## config.mk

```make
export PLATFORM = sky130hd
export DESIGN_NAME = md5_fifo
export DESIGN_NICKNAME = d
export VERILOG_FILES = /design/src/rtl/core/md5_digest_engine_assert.svh /design/src/rtl/core/md5_pkg.sv /design/src/rtl/core/md5_fifo.sv
export SDC_FILE = /design/constraint.sdc
export NUM_CORES = 1
export LEC_CHECK = 0
export BUFFER_PORTS_ARGS = -buffer_cell sky130_fd_sc_hd__buf_2
export CAP_MARGIN = 0
export CORE_AREA = 4 4 397 399
export CTS_CLUSTER_DIAMETER = 40
export DETAILED_ROUTE_END_ITERATION = 8
export DIE_AREA = 0 0 401 403
export RECOVER_POWER = 50
export SLEW_MARGIN = 20
export SYNTH_ARGS = -nofsm -noshare
export SYNTH_HDL_FRONTEND = slang
export SYNTH_SLANG_ARGS = --single-unit
```

## constraint.sdc

```tcl
create_clock -name clk -period 46.3 [get_ports clk]
set_clock_uncertainty 0.2 [all_clocks]
set_input_delay 2.315 -clock clk [delete_from_list [all_inputs] [get_ports clk]]
set_output_delay 2.315 -clock clk [all_outputs]
set_load 0.02 [all_outputs]
```

## src/rtl/core/md5_digest_engine_assert.svh

```systemverilog
// ----------------------------------------------------------------------------
// md5_digest_engine_assert.svh
// Assertion macros for the MD5 digest engine. Both sample on clk and are
// disabled while rst_n is low.
// ----------------------------------------------------------------------------
`ifndef MD5_DIGEST_ENGINE_ASSERT_SVH
`define MD5_DIGEST_ENGINE_ASSERT_SVH

// same-cycle implication
`define MD5_ASSERT_IMPL(lbl, ante, cons) \
  lbl: assert property (@(posedge clk) disable iff (!rst_n) (ante) |-> (cons)) \
    else $error("md5 assertion failed");

// next-cycle implication
`define MD5_ASSERT_NEXT(lbl, ante, cons) \
  lbl: assert property (@(posedge clk) disable iff (!rst_n) (ante) |=> (cons)) \
    else $error("md5 assertion failed");

`endif

```

## src/rtl/core/md5_pkg.sv

```systemverilog
// ----------------------------------------------------------------------------
// md5_pkg
// Shared types, constants and round tables of the MD5 digest engine.
// ----------------------------------------------------------------------------
`default_nettype none

package md5_pkg;

  localparam int QUEUE_DEPTH = 2;
  localparam int LEN_OFFSET  = 448 / 8;

  localparam logic [31:0] IV0 = 32'h67452301;
  localparam logic [31:0] IV1 = 32'hefcdab89;
  localparam logic [31:0] IV2 = 32'h98badcfe;
  localparam logic [31:0] IV3 = 32'h10325476;

  localparam logic [7:0] PAD_BYTE = 8'h80;

  typedef logic [15:0][31:0] blk_words_t;
  typedef logic [63:0][7:0]  blk_bytes_t;

  typedef struct packed {
    blk_words_t words;
    logic       fin;
  } blk_t;

  typedef struct packed {
    logic full;
    logic empty;
  } q_sts_t;

  typedef enum logic [1:0] {
    F_IDLE,
    F_PAD1,
    F_PAD2
  } front_st_t;

  typedef enum logic [1:0] {
    B_IDLE,
    B_RUN,
    B_ADD
  } back_st_t;

  function automatic logic [31:0] round_add(input logic [5:0] i);
    logic [31:0] k;
    case (i)
      6'd0:  k = 32'hd76aa478;  6'd1:  k = 32'he8c7b756;
      6'd2:  k = 32'h242070db;  6'd3:  k = 32'hc1bdceee;
      6'd4:  k = 32'hf57c0faf;  6'd5:  k = 32'h4787c62a;
      6'd6:  k = 32'ha8304613;  6'd7:  k = 32'hfd469501;
      6'd8:  k = 32'h698098d8;  6'd9:  k = 32'h8b44f7af;
      6'd10: k = 32'hffff5bb1;  6'd11: k = 32'h895cd7be;
      6'd12: k = 32'h6b901122;  6'd13: k = 32'hfd987193;
      6'd14: k = 32'ha679438e;  6'd15: k = 32'h49b40821;
      6'd16: k = 32'hf61e2562;  6'd17: k = 32'hc040b340;
      6'd18: k = 32'h265e5a51;  6'd19: k = 32'he9b6c7aa;
      6'd20: k = 32'hd62f105d;  6'd21: k = 32'h02441453;
      6'd22: k = 32'hd8a1e681;  6'd23: k = 32'he7d3fbc8;
      6'd24: k = 32'h21e1cde6;  6'd25: k = 32'hc33707d6;
      6'd26: k = 32'hf4d50d87;  6'd27: k = 32'h455a14ed;
      6'd28: k = 32'ha9e3e905;  6'd29: k = 32'hfcefa3f8;
      6'd30: k = 32'h676f02d9;  6'd31: k = 32'h8d2a4c8a;
      6'd32: k = 32'hfffa3942;  6'd33: k = 32'h8771f681;
      6'd34: k = 32'h6d9d6122;  6'd35: k = 32'hfde5380c;
      6'd36: k = 32'ha4beea44;  6'd37: k = 32'h4bdecfa9;
      6'd38: k = 32'hf6bb4b60;  6'd39: k = 32'hbebfbc70;
      6'd40: k = 32'h289b7ec6;  6'd41: k = 32'heaa127fa;
      6'd42: k = 32'hd4ef3085;  6'd43: k = 32'h04881d05;
      6'd44: k = 32'hd9d4d039;  6'd45: k = 32'he6db99e5;
      6'd46: k = 32'h1fa27cf8;  6'd47: k = 32'hc4ac5665;
      6'd48: k = 32'hf4292244;  6'd49: k = 32'h432aff97;
      6'd50: k = 32'hab9423a7;  6'd51: k = 32'hfc93a039;
      6'd52: k = 32'h655b59c3;  6'd53: k = 32'h8f0ccc92;
      6'd54: k = 32'hffeff47d;  6'd55: k = 32'h85845dd1;
      6'd56: k = 32'h6fa87e4f;  6'd57: k = 32'hfe2ce6e0;
      6'd58: k = 32'ha3014314;  6'd59: k = 32'h4e0811a1;
      6'd60: k = 32'hf7537e82;  6'd61: k = 32'hbd3af235;
      6'd62: k = 32'h2ad7d2bb;  6'd63: k = 32'heb86d391;
      default: k = '0;
    endcase
    return k;
  endfunction

  function automatic logic [4:0] rot_amt(input logic [3:0] idx);
    logic [4:0] s;
    case (idx)
      4'd0:  s = 5'd7;   4'd1:  s = 5'd12;  4'd2:  s = 5'd17;  4'd3:  s = 5'd22;
      4'd4:  s = 5'd5;   4'd5:  s = 5'd9;   4'd6:  s = 5'd14;  4'd7:  s = 5'd20;
      4'd8:  s = 5'd4;   4'd9:  s = 5'd11;  4'd10: s = 5'd16;  4'd11: s = 5'd23;
      4'd12: s = 5'd6;   4'd13: s = 5'd10;  4'd14: s = 5'd15;  4'd15: s = 5'd21;
      default: s = 5'd7;
    endcase
    return s;
  endfunction

endpackage

`default_nettype wire

```

## src/rtl/core/md5_fifo.sv

```systemverilog
// ----------------------------------------------------------------------------
// md5_fifo
// Short block queue between the byte packer and the compression engine.
// ----------------------------------------------------------------------------
`default_nettype none

module md5_fifo import md5_pkg::*; #(
  parameter int DEPTH = QUEUE_DEPTH
) (
  input  wire logic   clk,
  input  wire logic   rst_n,
  input  wire logic   push,
  input  wire blk_t   push_data,
  input  wire logic   pop,
  output blk_t        head,
  output q_sts_t      sts
);

  localparam int PW = (DEPTH > 1) ? $clog2(DEPTH) : 1;
  localparam int CW = $clog2(DEPTH + 1);

  blk_t          mem_r [DEPTH];
  logic [PW-1:0] wr_ptr_r, wr_ptr_nxt;
  logic [PW-1:0] rd_ptr_r, rd_ptr_nxt;
  logic [CW-1:0] cnt_r, cnt_nxt;

  always_comb begin
    wr_ptr_nxt = wr_ptr_r;
    rd_ptr_nxt = rd_ptr_r;
    cnt_nxt    = cnt_r;
    if (push) begin
      wr_ptr_nxt = (wr_ptr_r == PW'(DEPTH - 1)) ? '0 : wr_ptr_r + PW'(1);
    end
    if (pop) begin
      rd_ptr_nxt = (rd_ptr_r == PW'(DEPTH - 1)) ? '0 : rd_ptr_r + PW'(1);
    end
    if (push && !pop) begin
      cnt_nxt = cnt_r + CW'(1);
    end else if (pop && !push) begin
      cnt_nxt = cnt_r - CW'(1);
    end
  end

  always_ff @(posedge clk) begin
    if (!rst_n) begin
      wr_ptr_r <= '0;
      rd_ptr_r <= '0;
      cnt_r    <= '0;
    end else begin
      wr_ptr_r <= wr_ptr_nxt;
      rd_ptr_r <= rd_ptr_nxt;
      cnt_r    <= cnt_nxt;
    end
  end

  always_ff @(posedge clk) begin
    if (push) begin
      mem_r[wr_ptr_r] <= push_data;
    end
  end

  assign head      = mem_r[rd_ptr_r];
  assign sts.full  = (cnt_r == CW'(DEPTH));
  assign sts.empty = (cnt_r == '0);

endmodule

`default_nettype wire

```

# Word level (Yosys, flattened, before mapping)
# Memories as Yosys holds them, arrays and structs flattened. A register that Yosys moved wholly into a read port is not among the register bits.
# Index checks and enable logic that the tools add are counted.
[totals]
register_bits = 4
ramBits = 1026
input_bits = 517
output_inout_bits = 515
word_cells = 23
mem_count = 1
[mem_list]
columns = ["memory", "depth", "word_bits", "read_ports", "rd_clocked_by_memory_dff", "wr", "line", "rtl"]
rows = [
  ["mem_r", 2, 513, 1, 1, 1, "md5_fifo.sv:22", "blk_t mem_r [DEPTH];"],
]
[op_classes]
add_sub_neg = 4
n_eq_ne = 1
mux = 8
reduce_logical = 6
[ops]
columns = ["op", "n"]
rows = [
  ["1-bit 2-to-1 mux", 6],
  ["2-bit 2-to-1 mux", 2],
  ["1-bit adder, second input constant", 2],
  ["2-bit by 1-bit adder with 2-bit output, second input constant", 1],
  ["2-bit == test, second input constant", 1],
  ["1-bit logical AND", 2],
  ["1-bit zero test", 2],
  ["2-bit zero test", 1],
  ["2-bit nonzero test", 1],
  ["2-bit by 1-bit subtractor with 2-bit output, second input constant", 1],
]

# Longest topological paths before layout
[logic_depth]
depth_word = 4
mapped_depth = 5
mapped_depth_nobuf = 5

# Least setup slack after synthesis
# OpenSTA, ideal clock, no wires.
[synth_timing]
path_kind = "input -> register"
startpoint = "input port push"
endpoint = "register wr_ptr_r"
arrival_ps = 25852
slack_ps = 20084
path_stages = 2
path_buffers = 0
path_cell_list = "nor2b_1 o21a_1"
[synth_rtl]
columns = ["item", "line", "rtl"]
rows = [
  ["start, declared", "md5_fifo.sv:12", "input wire logic push,"],
  ["end signal, assigned", "md5_fifo.sv:50", "wr_ptr_r <= wr_ptr_nxt;"],
  ["end, declared", "md5_fifo.sv:23", "logic [PW-1:0] wr_ptr_r, wr_ptr_nxt;"],
]

# Worst setup path in the final report
[layout_timing]
startpoint = "input port push"
endpoint = "memory mem_r[0][188] in the netlist's numbering (enable)"
[layout_via]
elab_chain_cells = 2
[layout_lines]
columns = ["item", "line", "rtl"]
rows = [
  ["1-bit 2-to-1 mux", "md5_fifo.sv:57", "if (push) begin"],
  ["1-bit 2-to-1 mux (implied by the code)", "md5_fifo.sv:58", "mem_r[wr_ptr_r] <= push_data;"],
  ["end, declared", "md5_fifo.sv:22", ""],
]
# No other way between the ends.

==> results.txt <==
----------------------------------------------------
[Synth]
  Mux contribution to synthesized area ... 15.4%
  Syn avg cell area ... 23.1 µm²
  Syn nets ... 2,136
  Syn. warnings ... 0
  Area share of the largest cell type after synthesis ... 82.3%
  Most common cell in the synthesized netlist ... sky130_fd_sc_hd__edfxtp_1
  Share of synthesized area occupied by flip-flops and latches ... 82.6%
  Basic-gate share of the synthesized area counting and, or, nand and nor cells ... 0.144%
  Post-synth EDFFs ... 1,026
  Synth Area in XOR/XNOR ... 0.0702%
  Synthesized-area fraction occupied by ao, oa, aoi and oai cells ... 0.0535%
  Dominant combinational cell family by area after synthesis ... multiplexers
  Largest area contributor in the synthesized netlist ... sky130_fd_sc_hd__edfxtp_1
  Yosys reg bits ... 1,031
  Adder-cell area share of the yosys netlist ... 0.0334%
  Share of synthesized flip-flops with an asynchronous set or reset ... 0%
  Netlist area before placement ... 37,400 µm²
  Cells after synthesis ... 1,618
  Flip-flop cell with the highest count after synthesis ... sky130_fd_sc_hd__edfxtp_1
  Ranking of synthesized cells by instance count ... sky130_fd_sc_hd__edfxtp_1, sky130_fd_sc_hd__mux2_2, sky130_fd_sc_hd__buf_6, sky130_fd_sc_hd__dfxtp_1
  Count of unique library cells instantiated by Yosys ... 16
  Leading cell types by total area after synthesis ... sky130_fd_sc_hd__edfxtp_1, sky130_fd_sc_hd__mux2_2, sky130_fd_sc_hd__buf_6

[Global route]
  Global-route wire length before repair ... 154,000 µm
  Maximum number of pins on one net before global-route repair ... 124
  All-Layer GR Usage ... 13.2%
  Global-route congestion overflow total ... 0
  Vias in the first global route ... 21,200
  Number of antenna violations at the first check in global routing ... 63

[Setup path]
  Crit Path Max Fanout ... 123
  Critical register-to-register path endpoint ... mem_r[0][188]
  Critical path start-end classification ... in -> reg
  Data required, critical path ... 46.44 ns
  Type of origin of the critical path ... input port
  Internal reg-to-reg setup slack ... 35.81 ns
  R2R Path Start ... wr_ptr_r
  Worst Reg2Reg Path Length in Cells ... 4
  Category of the worst setup path capture point ... register
  Worst EP arrival ... 12.12 ns
  Crit path from ... push

[Die]
  Cell row count ... 144
  Boundary Pins ... 1,032
  Initial cell density of the core ... 24.3%
  Die footprint ... 162,000 µm²
  Width of the die ... 401 µm
  Core Area ... 154,000 µm²
  DIE HEIGHT ... 403 µm

[Timing]
  Period utilization ... 25.9%
  Maximum clock frequency ... 83.5 MHz
  Final Hold Violating Endpoints ... 0
  Crit path setup slack, layout ... 34.33 ns
  RSZ-0062 raised after global routing ... false
  Final worst hold slack ... 0.320 ns
  Final number of setup-violating endpoints ... 0
  Slew of the pin with the lowest slew margin ... 7.20 ns
  Relative slew slack ... -380%
  Final min period ... 11.97 ns
  Setup total negative slack ... 0 ns
  Final-report max-slew violation count ... 268

[Clock tree]
  Total setup buffers inserted after CTS ... 0
  CTS Sinks ... 1,031
  Count of hold buffers inserted by post-cts repair ... 0
  Clk pin slew, worst setup/hold paths ... 0.05 ns
  Number of buffers created by CTS ... 149
  Deepest clock path buffer count ... 3
  Clock tree from TritonCTS ... yes
  Number of gates resized after cts ... 0
  Number of levels in the clock H-tree ... 4
  Root buffer cell ... sky130_fd_sc_hd__clkbuf_16
  Clock latency on the worst-skew pair ... 0.71 ns

[Layout]
  Area of all placed cells without fillers ... 49,600 µm²
  Final standard cell utilization of the core ... 32.2%
  Synthesis-to-layout area growth ... 32.5%
  Post-layout net count ... 3,283
  # fillers ... 15,100
  Fraction of layout instances using a drive strength above 1 ... 52.7%

[Worst hold path]
  Endpoint of the worst hold-timing path ... cnt_r[1]
  Hold path depth ... 2
  Class of the worst hold path ... reg -> reg
  Hold Startpoint ... cnt_r[1]

[Detailed routing]
  Via count ... 20,400
  Vias per inst ... 4.12
  Antenna-violating nets left ... 0
  Number of iterations in the first detailed-routing pass ... 5
  DRT Wirelength ... 112,000 µm
  WL per Instance ... 22.5 µm
  DRC marker count from the first detailed-route iteration ... 1,453
  DRC Markers ... 0

[Run status]
  Violations in the final reports ... max-capacitance violations, max-slew violations
  Status ... finished with violations

[Power]
  Peak supply drop ... 0.0350 mV
  Ratio of total power to cell area ... 50.4 nW/µm²
  Leakage power ... 17.5 nW

[Placed design]
  Worst slack at placement ... 38.91 ns
  PortBufs ... 1,031
  Post-DP Area ... 44,700 µm²
  Last weighted congestion value of the routability-driven placer ... 0.903
  HPWL after detailed placement ... 82,000 µm

[Job]
  Number of violations of the max-capacitance limit ... 4

----------------------------------------------------
-- how the worst max path moves through the flow --
| stage | slack, ns | end | depth (start not counted) |
|---|---|---|---|
| final | 34.33 | mem_r[0][188] | 5 |
| after global routing | 33.35 | mem_r[0][188] | 5 |
| after CTS | 38.20 | head[364] | 6 |
| after detailed placement | 38.91 | mem_r[0][359] | 6 |
| after global placement | 38.92 | mem_r[0][359] | 6 |
| after floorplan | 20.08 | wr_ptr_r | 2 |
-- cell families after synthesis --
group                      after synthesis
and+or+nand+nor                          9
xor gates and xnor gates                 3
DFF                                   1031
buffers and inverters                   58
muxes                                  513
adders and majority gates                1
AOI/OAI and AO/OA                        3
-- flip-flops by register name, summed over array words and instances, names as in the netlist, named ones only --
register / count
mem_r: 1026
cnt_r: 2
rd_ptr_r: 1
wr_ptr_r: 1
-- critical path, cell delays in order --
cell                       delay, ns
sky130_fd_sc_hd__clkbuf_1       0.17
sky130_fd_sc_hd__nor2b_1        2.14
sky130_fd_sc_hd__clkbuf_1       5.12
sky130_fd_sc_hd__buf_4          1.25
sky130_fd_sc_hd__buf_4          0.74
-- area by class of cell --
cell class	instances	area [µm²]	share of cell area, %
antenna	18	45.0	0.0908
clock buffer	164	3790	7.65
clock inverter	114	1420	2.87
inverter	1	3.75	0.00757
multi-input combinational	529	5890	11.9
sequential	1031	30900	62.3
tap	2044	2560	5.16
timing repair buffer	1053	4960	10.0
-- power breakdown --
group	internal [mW]	total (mW)	switching, mW
registers	1.08	1.10	0.0126
logic	0.0911	0.250	0.159
clock network	0.695	1.15	0.458
total	1.87	2.50	0.629
-- routing by layer --
layer	GRT usage, %	part of all wire, %
met1	15.7	39
met4	4.40	3.1
met2	22.2	49
met5	0	0.081
met3	4.78	8.9
-- stage by stage --
stage,total power [mW],std cells
floorplan,1.30,1618
global placement,1.37,4658
detailed placement,1.37,4658
CTS,2.53,4936
global route,2.59,4943
finish,2.50,4954
-- cell usage in the layout (no fill, tap or decap), drive strengths merged, types with 3 or more instances in the layout --
| cell | instances |
|---|---|
| edfxtp | 1026 |
| buf | 760 |
| mux2 | 513 |
| clkbuf | 457 |
| clkinv | 46 |
| inv | 41 |
| diode | 18 |
| clkinvlp | 14 |
| bufinv | 14 |
| dfxtp | 5 |
| and2 | 4 |
| nor2b | 3 |
Power figures use the tool's default switching activity.
