## src/rtl/core/md5_digest_engine_assert.svh

```systemverilog
// ----------------------------------------------------------------------------
// md5_digest_engine_assert.svh
// Assertion macros for the MD5 digest engine. Both sample on clk and are
// disabled while rst_n is low.
// ----------------------------------------------------------------------------
`ifndef MD5_DIGEST_ENGINE_ASSERT_SVH
`define MD5_DIGEST_ENGINE_ASSERT_SVH

// same-cycle implication
`define MD5_ASSERT_IMPL(lbl, ante, cons) \
  lbl: assert property (@(posedge clk) disable iff (!rst_n) (ante) |-> (cons)) \
    else $error("md5 assertion failed");

// next-cycle implication
`define MD5_ASSERT_NEXT(lbl, ante, cons) \
  lbl: assert property (@(posedge clk) disable iff (!rst_n) (ante) |=> (cons)) \
    else $error("md5 assertion failed");

`endif

```

## src/rtl/core/md5_pkg.sv

```systemverilog
// ----------------------------------------------------------------------------
// md5_pkg
// Shared types, constants and round tables of the MD5 digest engine.
// ----------------------------------------------------------------------------
`default_nettype none

package md5_pkg;

  localparam int QUEUE_DEPTH = 2;
  localparam int LEN_OFFSET  = 448 / 8;

  localparam logic [31:0] IV0 = 32'h67452301;
  localparam logic [31:0] IV1 = 32'hefcdab89;
  localparam logic [31:0] IV2 = 32'h98badcfe;
  localparam logic [31:0] IV3 = 32'h10325476;

  localparam logic [7:0] PAD_BYTE = 8'h80;

  typedef logic [15:0][31:0] blk_words_t;
  typedef logic [63:0][7:0]  blk_bytes_t;

  typedef struct packed {
    blk_words_t words;
    logic       fin;
  } blk_t;

  typedef struct packed {
    logic full;
    logic empty;
  } q_sts_t;

  typedef enum logic [1:0] {
    F_IDLE,
    F_PAD1,
    F_PAD2
  } front_st_t;

  typedef enum logic [1:0] {
    B_IDLE,
    B_RUN,
    B_ADD
  } back_st_t;

  function automatic logic [31:0] round_add(input logic [5:0] i);
    logic [31:0] k;
    case (i)
      6'd0:  k = 32'hd76aa478;  6'd1:  k = 32'he8c7b756;
      6'd2:  k = 32'h242070db;  6'd3:  k = 32'hc1bdceee;
      6'd4:  k = 32'hf57c0faf;  6'd5:  k = 32'h4787c62a;
      6'd6:  k = 32'ha8304613;  6'd7:  k = 32'hfd469501;
      6'd8:  k = 32'h698098d8;  6'd9:  k = 32'h8b44f7af;
      6'd10: k = 32'hffff5bb1;  6'd11: k = 32'h895cd7be;
      6'd12: k = 32'h6b901122;  6'd13: k = 32'hfd987193;
      6'd14: k = 32'ha679438e;  6'd15: k = 32'h49b40821;
      6'd16: k = 32'hf61e2562;  6'd17: k = 32'hc040b340;
      6'd18: k = 32'h265e5a51;  6'd19: k = 32'he9b6c7aa;
      6'd20: k = 32'hd62f105d;  6'd21: k = 32'h02441453;
      6'd22: k = 32'hd8a1e681;  6'd23: k = 32'he7d3fbc8;
      6'd24: k = 32'h21e1cde6;  6'd25: k = 32'hc33707d6;
      6'd26: k = 32'hf4d50d87;  6'd27: k = 32'h455a14ed;
      6'd28: k = 32'ha9e3e905;  6'd29: k = 32'hfcefa3f8;
      6'd30: k = 32'h676f02d9;  6'd31: k = 32'h8d2a4c8a;
      6'd32: k = 32'hfffa3942;  6'd33: k = 32'h8771f681;
      6'd34: k = 32'h6d9d6122;  6'd35: k = 32'hfde5380c;
      6'd36: k = 32'ha4beea44;  6'd37: k = 32'h4bdecfa9;
      6'd38: k = 32'hf6bb4b60;  6'd39: k = 32'hbebfbc70;
      6'd40: k = 32'h289b7ec6;  6'd41: k = 32'heaa127fa;
      6'd42: k = 32'hd4ef3085;  6'd43: k = 32'h04881d05;
      6'd44: k = 32'hd9d4d039;  6'd45: k = 32'he6db99e5;
      6'd46: k = 32'h1fa27cf8;  6'd47: k = 32'hc4ac5665;
      6'd48: k = 32'hf4292244;  6'd49: k = 32'h432aff97;
      6'd50: k = 32'hab9423a7;  6'd51: k = 32'hfc93a039;
      6'd52: k = 32'h655b59c3;  6'd53: k = 32'h8f0ccc92;
      6'd54: k = 32'hffeff47d;  6'd55: k = 32'h85845dd1;
      6'd56: k = 32'h6fa87e4f;  6'd57: k = 32'hfe2ce6e0;
      6'd58: k = 32'ha3014314;  6'd59: k = 32'h4e0811a1;
      6'd60: k = 32'hf7537e82;  6'd61: k = 32'hbd3af235;
      6'd62: k = 32'h2ad7d2bb;  6'd63: k = 32'heb86d391;
      default: k = '0;
    endcase
    return k;
  endfunction

  function automatic logic [4:0] rot_amt(input logic [3:0] idx);
    logic [4:0] s;
    case (idx)
      4'd0:  s = 5'd7;   4'd1:  s = 5'd12;  4'd2:  s = 5'd17;  4'd3:  s = 5'd22;
      4'd4:  s = 5'd5;   4'd5:  s = 5'd9;   4'd6:  s = 5'd14;  4'd7:  s = 5'd20;
      4'd8:  s = 5'd4;   4'd9:  s = 5'd11;  4'd10: s = 5'd16;  4'd11: s = 5'd23;
      4'd12: s = 5'd6;   4'd13: s = 5'd10;  4'd14: s = 5'd15;  4'd15: s = 5'd21;
      default: s = 5'd7;
    endcase
    return s;
  endfunction

endpackage

`default_nettype wire

```

## src/rtl/core/md5_back.sv

```systemverilog
// ----------------------------------------------------------------------------
// md5_back
// Compression engine: one MD5 round per cycle over a queued block, chaining
// update, and the digest output register.
// ----------------------------------------------------------------------------
`default_nettype none

module md5_back import md5_pkg::*; (
  input  wire logic   clk,
  input  wire logic   rst_n,
  input  wire blk_t   q_head,
  input  wire q_sts_t q_sts,
  output logic        q_pop,
  output logic        out_valid,
  input  wire logic   out_stall,
  output logic [31:0] out_digest_word0,
  output logic [31:0] out_digest_word1,
  output logic [31:0] out_digest_word2,
  output logic [31:0] out_digest_word3
);

  back_st_t          bst_r, bst_nxt;
  logic [5:0]        rnd_r, rnd_nxt;
  logic [31:0]       a_r, b_r, c_r, d_r;
  logic [31:0]       a_nxt, b_nxt, c_nxt, d_nxt;
  logic [3:0][31:0]  chain_r, chain_nxt;
  logic [3:0][31:0]  dig_r, dig_nxt;
  blk_words_t        msg_r, msg_nxt;
  logic              fin_r, fin_nxt;
  logic              out_valid_r, out_valid_nxt;

  logic              out_free;
  logic [31:0]       f;
  logic [3:0]        g;
  logic [3:0]        i4;
  logic [31:0]       sum;
  logic [63:0]       rot_w;
  logic [31:0]       b_new;
  logic [3:0][31:0]  fold;

  assign out_free = !out_valid_r || !out_stall;
  assign i4       = rnd_r[3:0];

  always_comb begin
    case (rnd_r[5:4])
      2'd0: begin
        f = (b_r & c_r) | (~b_r & d_r);
        g = i4;
      end
      2'd1: begin
        f = (d_r & b_r) | (~d_r & c_r);
        g = 4'(i4 * 4'd5 + 4'd1);
      end
      2'd2: begin
        f = b_r ^ c_r ^ d_r;
        g = 4'(i4 * 4'd3 + 4'd5);
      end
      default: begin
        f = c_r ^ (b_r | ~d_r);
        g = 4'(i4 * 4'd7);
      end
    endcase
    sum   = a_r + f + round_add(rnd_r) + msg_r[g];
    rot_w = {sum, sum} << rot_amt({rnd_r[5:4], rnd_r[1:0]});
    b_new = b_r + rot_w[63:32];
  end

  always_comb begin
    fold[0] = chain_r[0] + a_r;
    fold[1] = chain_r[1] + b_r;
    fold[2] = chain_r[2] + c_r;
    fold[3] = chain_r[3] + d_r;
  end

  always_comb begin
    bst_nxt = bst_r;
    case (bst_r)
      B_IDLE: begin
        if (!q_sts.empty) begin
          bst_nxt = B_RUN;
        end
      end
      B_RUN: begin
        if (rnd_r == 6'd63) begin
          bst_nxt = B_ADD;
        end
      end
      B_ADD: begin
        if (!fin_r || out_free) begin
          bst_nxt = B_IDLE;
        end
      end
      default: bst_nxt = B_IDLE;
    endcase
  end

  always_comb begin
    q_pop         = 1'b0;
    rnd_nxt       = rnd_r;
    a_nxt         = a_r;
    b_nxt         = b_r;
    c_nxt         = c_r;
    d_nxt         = d_r;
    chain_nxt     = chain_r;
    dig_nxt       = dig_r;
    msg_nxt       = msg_r;
    fin_nxt       = fin_r;
    out_valid_nxt = out_valid_r && out_stall;
    case (bst_r)
      B_IDLE: begin
        if (!q_sts.empty) begin
          q_pop   = 1'b1;
          msg_nxt = q_head.words;
          fin_nxt = q_head.fin;
          rnd_nxt = '0;
          a_nxt   = chain_r[0];
          b_nxt   = chain_r[1];
          c_nxt   = chain_r[2];
          d_nxt   = chain_r[3];
        end
      end
      B_RUN: begin
        a_nxt   = d_r;
        b_nxt   = b_new;
        c_nxt   = b_r;
        d_nxt   = c_r;
        rnd_nxt = rnd_r + 6'd1;
      end
      B_ADD: begin
        if (!fin_r) begin
          chain_nxt = fold;
        end else if (out_free) begin
          dig_nxt       = fold;
          out_valid_nxt = 1'b1;
          chain_nxt     = {IV3, IV2, IV1, IV0};
        end
      end
      default: begin
        q_pop = 1'b0;
      end
    endcase
  end

  always_ff @(posedge clk) begin
    if (!rst_n) begin
      bst_r       <= B_IDLE;
      rnd_r       <= '0;
      out_valid_r <= 1'b0;
      chain_r     <= {IV3, IV2, IV1, IV0};
    end else begin
      bst_r       <= bst_nxt;
      rnd_r       <= rnd_nxt;
      out_valid_r <= out_valid_nxt;
      chain_r     <= chain_nxt;
    end
  end

  always_ff @(posedge clk) begin
    a_r   <= a_nxt;
    b_r   <= b_nxt;
    c_r   <= c_nxt;
    d_r   <= d_nxt;
    msg_r <= msg_nxt;
    fin_r <= fin_nxt;
    dig_r <= dig_nxt;
  end

  assign out_valid        = out_valid_r;
  assign out_digest_word0 = dig_r[0];
  assign out_digest_word1 = dig_r[1];
  assign out_digest_word2 = dig_r[2];
  assign out_digest_word3 = dig_r[3];

endmodule

`default_nettype wire

```

## config.mk

```make
export PLATFORM = sky130hd
export DESIGN_NAME = md5_back
export DESIGN_NICKNAME = d
export VERILOG_FILES = /design/src/rtl/core/md5_digest_engine_assert.svh /design/src/rtl/core/md5_pkg.sv /design/src/rtl/core/md5_back.sv
export SDC_FILE = /design/constraint.sdc
export NUM_CORES = 2
export LEC_CHECK = 0
export ABC_AREA = 1
export BUFFER_PORTS_ARGS = -buffer_cell sky130_fd_sc_hd__buf_2
export CAP_MARGIN = 20
export CORE_ASPECT_RATIO = 2
export CORE_MARGIN = 2
export CORE_UTILIZATION = 33
export CTS_CLUSTER_SIZE = 40
export DETAILED_ROUTE_END_ITERATION = 6
export PLACE_DENSITY = 0.59
export SETUP_SLACK_MARGIN = 0.2
export SLEW_MARGIN = 20
export SYNTH_ARGS = -nofsm -noshare
export SYNTH_HDL_FRONTEND = slang
export SYNTH_SLANG_ARGS = --single-unit
```

## constraint.sdc

```tcl
create_clock -name clk -period 31.7 [get_ports clk]
set_input_delay 3.17 -clock clk [delete_from_list [all_inputs] [get_ports clk]]
set_output_delay 3.17 -clock clk [all_outputs]
set_load 0.02 [all_outputs]
```

==> Word-level counts from Yosys, hierarchy flattened <==
Memory sizes are Yosys's and may differ from the RTL's. A register that Yosys moved wholly into a read port is not among the register bits.
Cells that the tools add are included.
{ "word_totals": {"output_inout_bits": 130, "word_cells": 115, "n_memories": 2, "mem_bits_rw": 0, "reg_bits": 906, "rom_bits": 2128, "latch_bits": 0, "in_bits": 518} }
{ "memory_table": {"columns": ["memory", "depth", "word_bits", "rd", "rd_ports_with_merged_regs", "write_ports", "line", "text"], "rows": [
  ["(no name shown)", 64, 32, 1, 1, 0, "md5_pkg.sv:46", "case (i)"],
  ["(no name shown)", 16, 5, 1, 1, 0, "md5_pkg.sv:86", "case (idx)"]
]} }
{ "classes": {"div": 0, "magnitude_cmp": 1, "n_mul": 3, "shift": 1, "addsub": 11, "n_reduce_logical": 14, "n_mux": 29, "eq_ne": 9, "bitwise_logic": 13} }
{ "op_table": {"columns": ["operator", "count"], "rows": [
  ["32-bit adder", 8],
  ["128-bit 2-to-1 mux", 2],
  ["32-bit case mux with 2 select lines", 4],
  ["32-bit 2-to-1 mux", 5],
  ["32-bit bitwise AND", 4],
  ["32-bit binary-select mux with 4-bit select", 1],
  ["32-bit bitwise OR", 3],
  ["32-bit case mux with 3 select lines", 1],
  ["32-bit bitwise XOR", 3],
  ["32-bit NOT", 2],
  ["64-bit by 5-bit left shift with 64-bit output", 1],
  ["6-bit 2-to-1 mux", 3],
  ["4-bit case mux with 3 select lines", 1],
  ["6-bit case mux with 2 select lines", 1],
  ["4-bit by 3-bit multiplier with 4-bit output, second input constant", 2],
  ["4-bit 2-to-1 mux", 2],
  ["6-bit by 1-bit adder with 6-bit output, second input constant", 1],
  ["6-bit equality test, second input constant", 1],
  ["2-bit 2-to-1 mux", 3],
  ["2-bit inequality test, second input constant", 3],
  ["2-bit case mux with 3 select lines", 1],
  ["2-bit AND reduction", 3],
  ["3-bit AND reduction", 2],
  ["4-bit by 5-bit less-than comparator with 1-bit output, second input constant", 1],
  ["13 further kinds", 23]
]} }

==> Logic depth before layout (Yosys ltp) <==
{ "depth": {"depth_word": 10, "depth_mapped": 56, "ltp_nobuf": 55} }

==> Least setup slack after synthesis <==
OpenSTA, ideal clock, no wires.
{ "synth_path": {"path_type": "input -> register", "from": "input port q_sts[0] in the netlist's numbering", "to": "register with a tool-made name", "t_required_ns": 31.568, "setup_ns": 0.132, "slack_ns": 19.031, "path_stages": 17, "arrival_time_ns": 12.537, "path_buffers": 0, "cell_sequence": "inv_1 -> nand2_1 -> inv_2 -> nor2_2 -> inv_2 -> o22ai_1 -> nand2_2 -> inv_1 -> ha_1 -> nor2_1 -> inv_1 -> nor2_1 -> nor2_1 -> nand2_1 -> inv_1 -> nor4_1 -> a21oi_1"} }
{ "synth_rtl": {"columns": ["element", "line", "text"], "rows": [
  ["start, declared", "md5_back.sv:12", "input wire q_sts_t q_sts,"]
]} }

==> Worst setup path in the final report <==
{ "layout_path": {"from": "register rnd_r[5]", "to": "register b_r[25], data pin"} }
{ "layout_between": {"elab_chain_len": 8, "elab_cells_between_ends": 13, "cone_classes": "4 x add/sub; 2 x eq/ne; 1 x shift; 5 x mux; 1 x reduce/logical"} }
{ "layout_rtl": {"columns": ["element", "line", "text"], "rows": [
  ["start, declared", "md5_back.sv:23", "logic [5:0] rnd_r, rnd_nxt;"],
  ["start signal, assigned", "md5_back.sv:152", "rnd_r <= rnd_nxt;"],
  ["2-bit equality test (tied with other cells)", "md5_back.sv:45", "case (rnd_r[5:4])"],
  ["32-bit case mux with 3 select lines / 4-bit case mux with 3 select lines (equally long branches)", "md5_back.sv:45", null],
  ["32-bit adder / 32-bit binary-select mux with 4-bit select (equally long branches)", "md5_back.sv:63", "sum = a_r + f + round_add(rnd_r) + msg_r[g];"],
  ["32-bit adder / 32-bit 2-to-1 mux (equally long branches)", "md5_back.sv:63", null],
  ["32-bit adder (*)", "md5_back.sv:63", null],
  ["64-bit by 5-bit left shift with 64-bit output (*)", "md5_back.sv:64", "rot_w = {sum, sum} << rot_amt({rnd_r[5:4], rnd_r[1:0]});"],
  ["32-bit adder (*)", "md5_back.sv:65", "b_new = b_r + rot_w[63:32];"],
  ["32-bit case mux with 2 select lines (*)", "md5_back.sv:109", "case (bst_r)"],
  ["named net b_nxt[25]", "md5_back.sv:25", "logic [31:0] a_nxt, b_nxt, c_nxt, d_nxt;"],
  ["end signal, assigned", "md5_back.sv:160", "b_r <= b_nxt;"],
  ["end, declared", "md5_back.sv:24", "logic [31:0] a_r, b_r, c_r, d_r;"]
]} }
The timed path passes the listed nets; every way through them passes the cells marked *. The select of a mux whose other input is x is not followed.
A chain may end at the register's enable or synchronous reset.

==> results.ini <==
[synthesis]
synth_ff_type = edfxtp_1
netlist.area_leader.share_pct = 43.7
synth-edff-count = 769
synth_most_common_cell = nand2_1
synthTopCellsByArea = edfxtp_1 44%, nand2_1 7.6%, dfxtp_1 6.6%
ys_seq_area_share_pct = 50.3
yosysWarnings = 0
ys_types = 65
avgSynthCellArea_sq_um = 9.00
ys_ff_latch = 943
syn-cell-area_sq_um = 52800
syn_inst = 5870
synth_fp_nets = 6669
synth.largest_area_cell = edfxtp_1
ys_async_sr_fraction_pct = 0
synth_top_cells_by_count = 1068 x nand2_1, 769 x edfxtp_1, 732 x nor2_1

[global_routing]
grt_pass1_vias = 45300
antenna_found_initial = 32
grt_overflow = 0
grt_max_degree = 174
grt_pass1_wl_microns = 299000
track_usage_pct = 25.2

[die]
dieHeight_microns = 570
dieArea_sq_um = 164000
start_util_pct = 33.2
rows = 207
chipWidth_microns = 287
ios = 648
core_area_sq_um = 159000

[sta]
drv_slew = 0
setup_viol = 0
worstMarginPinSlew_ps = 1160
fin_tns_setup_ps = 0
finalHoldViolations = 0
rsz0062_at_grt = false
min_period_ps = 10970
max_freq_mhz = 91.2
skew_ps = 47.7
finalCritPeriodShare_pct = 34.6
fin_ws_ps = 20730
slew_headroom_pct = 22.9

[critical_path]
arrival_ps = 11410
required_ps = 32140
max_stage_delay_ps = 630
crit_path_start = rnd_r[5]
r2r-start = rnd_r[5]
critical_path_class = flip-flop to flip-flop
cpMaxStageDelayCell = o21ai_0
cpMostUsedCell = nand2_1
crit_fanout = 137
endpoint_kind = flip-flop
start_kind = flip-flop

[power]
ir_drop_uv = 66.7
power.density_nw_per_um2 = 92.2
p_leak_nw = 25.1

[routing]
ant_nets = 0
drt_wl_total_microns = 211000
dr.first_iter.drc_count = 3071
route.vias.total = 45300
wire_per_inst_microns = 24.4
drcViolationCount = 3
drtPass1Iterations = 7
vias_per_cell = 5.25

[layout]
final_core_util_pct = 38.6
fin_nets = 7228
fillerInstances = 16200
layoutNonFillerInstCount = 8623
drive_above_1_share_pct = 14.9
synthToLayoutAreaGrowth_pct = 16.3

[clock_tree]
clk_root_buffer_cell = clkbuf_16
htreeDepth = 3
clock_sinks = 943
postCtsSetupRepairBufs = 0
insertion_delay_ps = 730
cts_tree = yes
path_clk_slew_ps = 70
cts_resized = 0
cts_made_buffers = 90
cts_hold_buf = 0
cts_max_path_buffers = 3

[place]
place_congestion = 1.00
place_worst_setup_slack_ps = 20670
dp_hpwl_microns = 165000
port_buffers = 646
placed_cells = 8426

[hold_path]
hp-start = chain_r[122]
hold_class = flip-flop to flip-flop

[status]
violations = DRC
status = complete, but fails checks

[job]
cap_violations = 0

-- placed cells by master, fill, tap and decap left out, drive strengths merged, types with 16 or more instances in the layout --
cell type,synthesis,layout
nand2,1075,1075
edfxtp,769,769
nor2,738,738
buf,68,720
inv,586,595
o21ai,452,452
a21oi,427,427
nand3,371,371
ha,212,212
dfxtp,174,174
o211ai,118,118
clkbuf,185,106
xor2,95,95
fa,69,69
o32ai,62,62
xnor2,61,61
o311ai,61,61
nor3,60,60
clkinv,4,45
o221ai,36,36
or2,34,34
nor4,30,30
diode,0,29
a31oi,26,26
o22ai,24,24
nand4,19,19
o21bai,16,16
-- power breakdown --
group | switching, mW | internal, mW | leakage [nW]
clock network | 0.522 | 0.594 | 1.45
registers | 0.0993 | 1.49 | 8.69
logic | 2.01 | 0.955 | 15.0
total | 2.63 | 3.04 | 25.1
-- state kept, by name, indices dropped and copies added (netlist names), named ones only --
signal,flops
chain_r,128
b_r,32
d_r,32
out_digest_word3,32
c_r,32
out_digest_word2,32
out_valid,1
rnd_r,6
fin_r,1
msg_r,512
out_digest_word1,32
a_r,32
out_digest_word0,32
bst_r,2
-- path summary, 6_finish.rpt --
check	endpoint	slack [ps]	cells after the start
setup / recovery	b_r[25]	20730	51
hold reg to reg	chain_r[122]	490	2
hold / removal	chain_r[122]	490	2
setup reg to reg	b_r[25]	20730	51
-- through the flow --
stage	hold slack, ps	cell area, sq um	total power, mW
after detailed placement	476	58400	4.54
after floorplan	458	52800	3.57
after global routing	503	61400	6.04
after CTS	486	61400	5.67
final	488	61400	5.67
after global placement	469	58400	4.51
-- cells by family (layout without fill, tap and decap cells) --
family	count (synthesis)	after routing	synth area share, %
adder cells (fa/ha/maj)	281	281	7.63
AO/OA/AOI/OAI	1304	1304	15.0
multiplexers	2	2	0.0379
AND/OR/NAND/NOR	2341	2341	18.3
other	0	29	0
buffers and inverters	843	1477	6.15
flip-flops	943	943	50.3
XOR/XNOR	156	156	2.59
-- final cells by class --
type / count / area, sq um / area share, %
Inverter: 590 / 2230 / 3.64
Clock inverter: 61 / 629 / 1.02
Timing Repair Buffer: 720 / 3850 / 6.27
Tap cell: 2090 / 2620 / 4.26
Sequential cell: 943 / 26600 / 43.2
Clock buffer: 106 / 2360 / 3.85
Multi-Input combinational cell: 4084 / 23100 / 37.6
Antenna cell: 29 / 72.6 / 0.118
-- worst max-delay path: cells and delay by family (launching register included) --
family / cells / cell delay [ps]
buf+inv: 11 / 2210
compound gates: 10 / 2440
xor+xnor: 1 / 370
flops: 1 / 510
simple gates: 25 / 3450
fa+ha+maj: 4 / 1360
-- layer usage --
metal	global-route usage [%]	wire (microns)	vias to the layer above
met3	3.95	11100	582
met5	0	175	-
met1	23.3	67200	21400
li1	-	-	21500
met4	21.9	20900	26
met2	47.4	111000	1779
No activity file was read; power rests on OpenSTA's default activity.
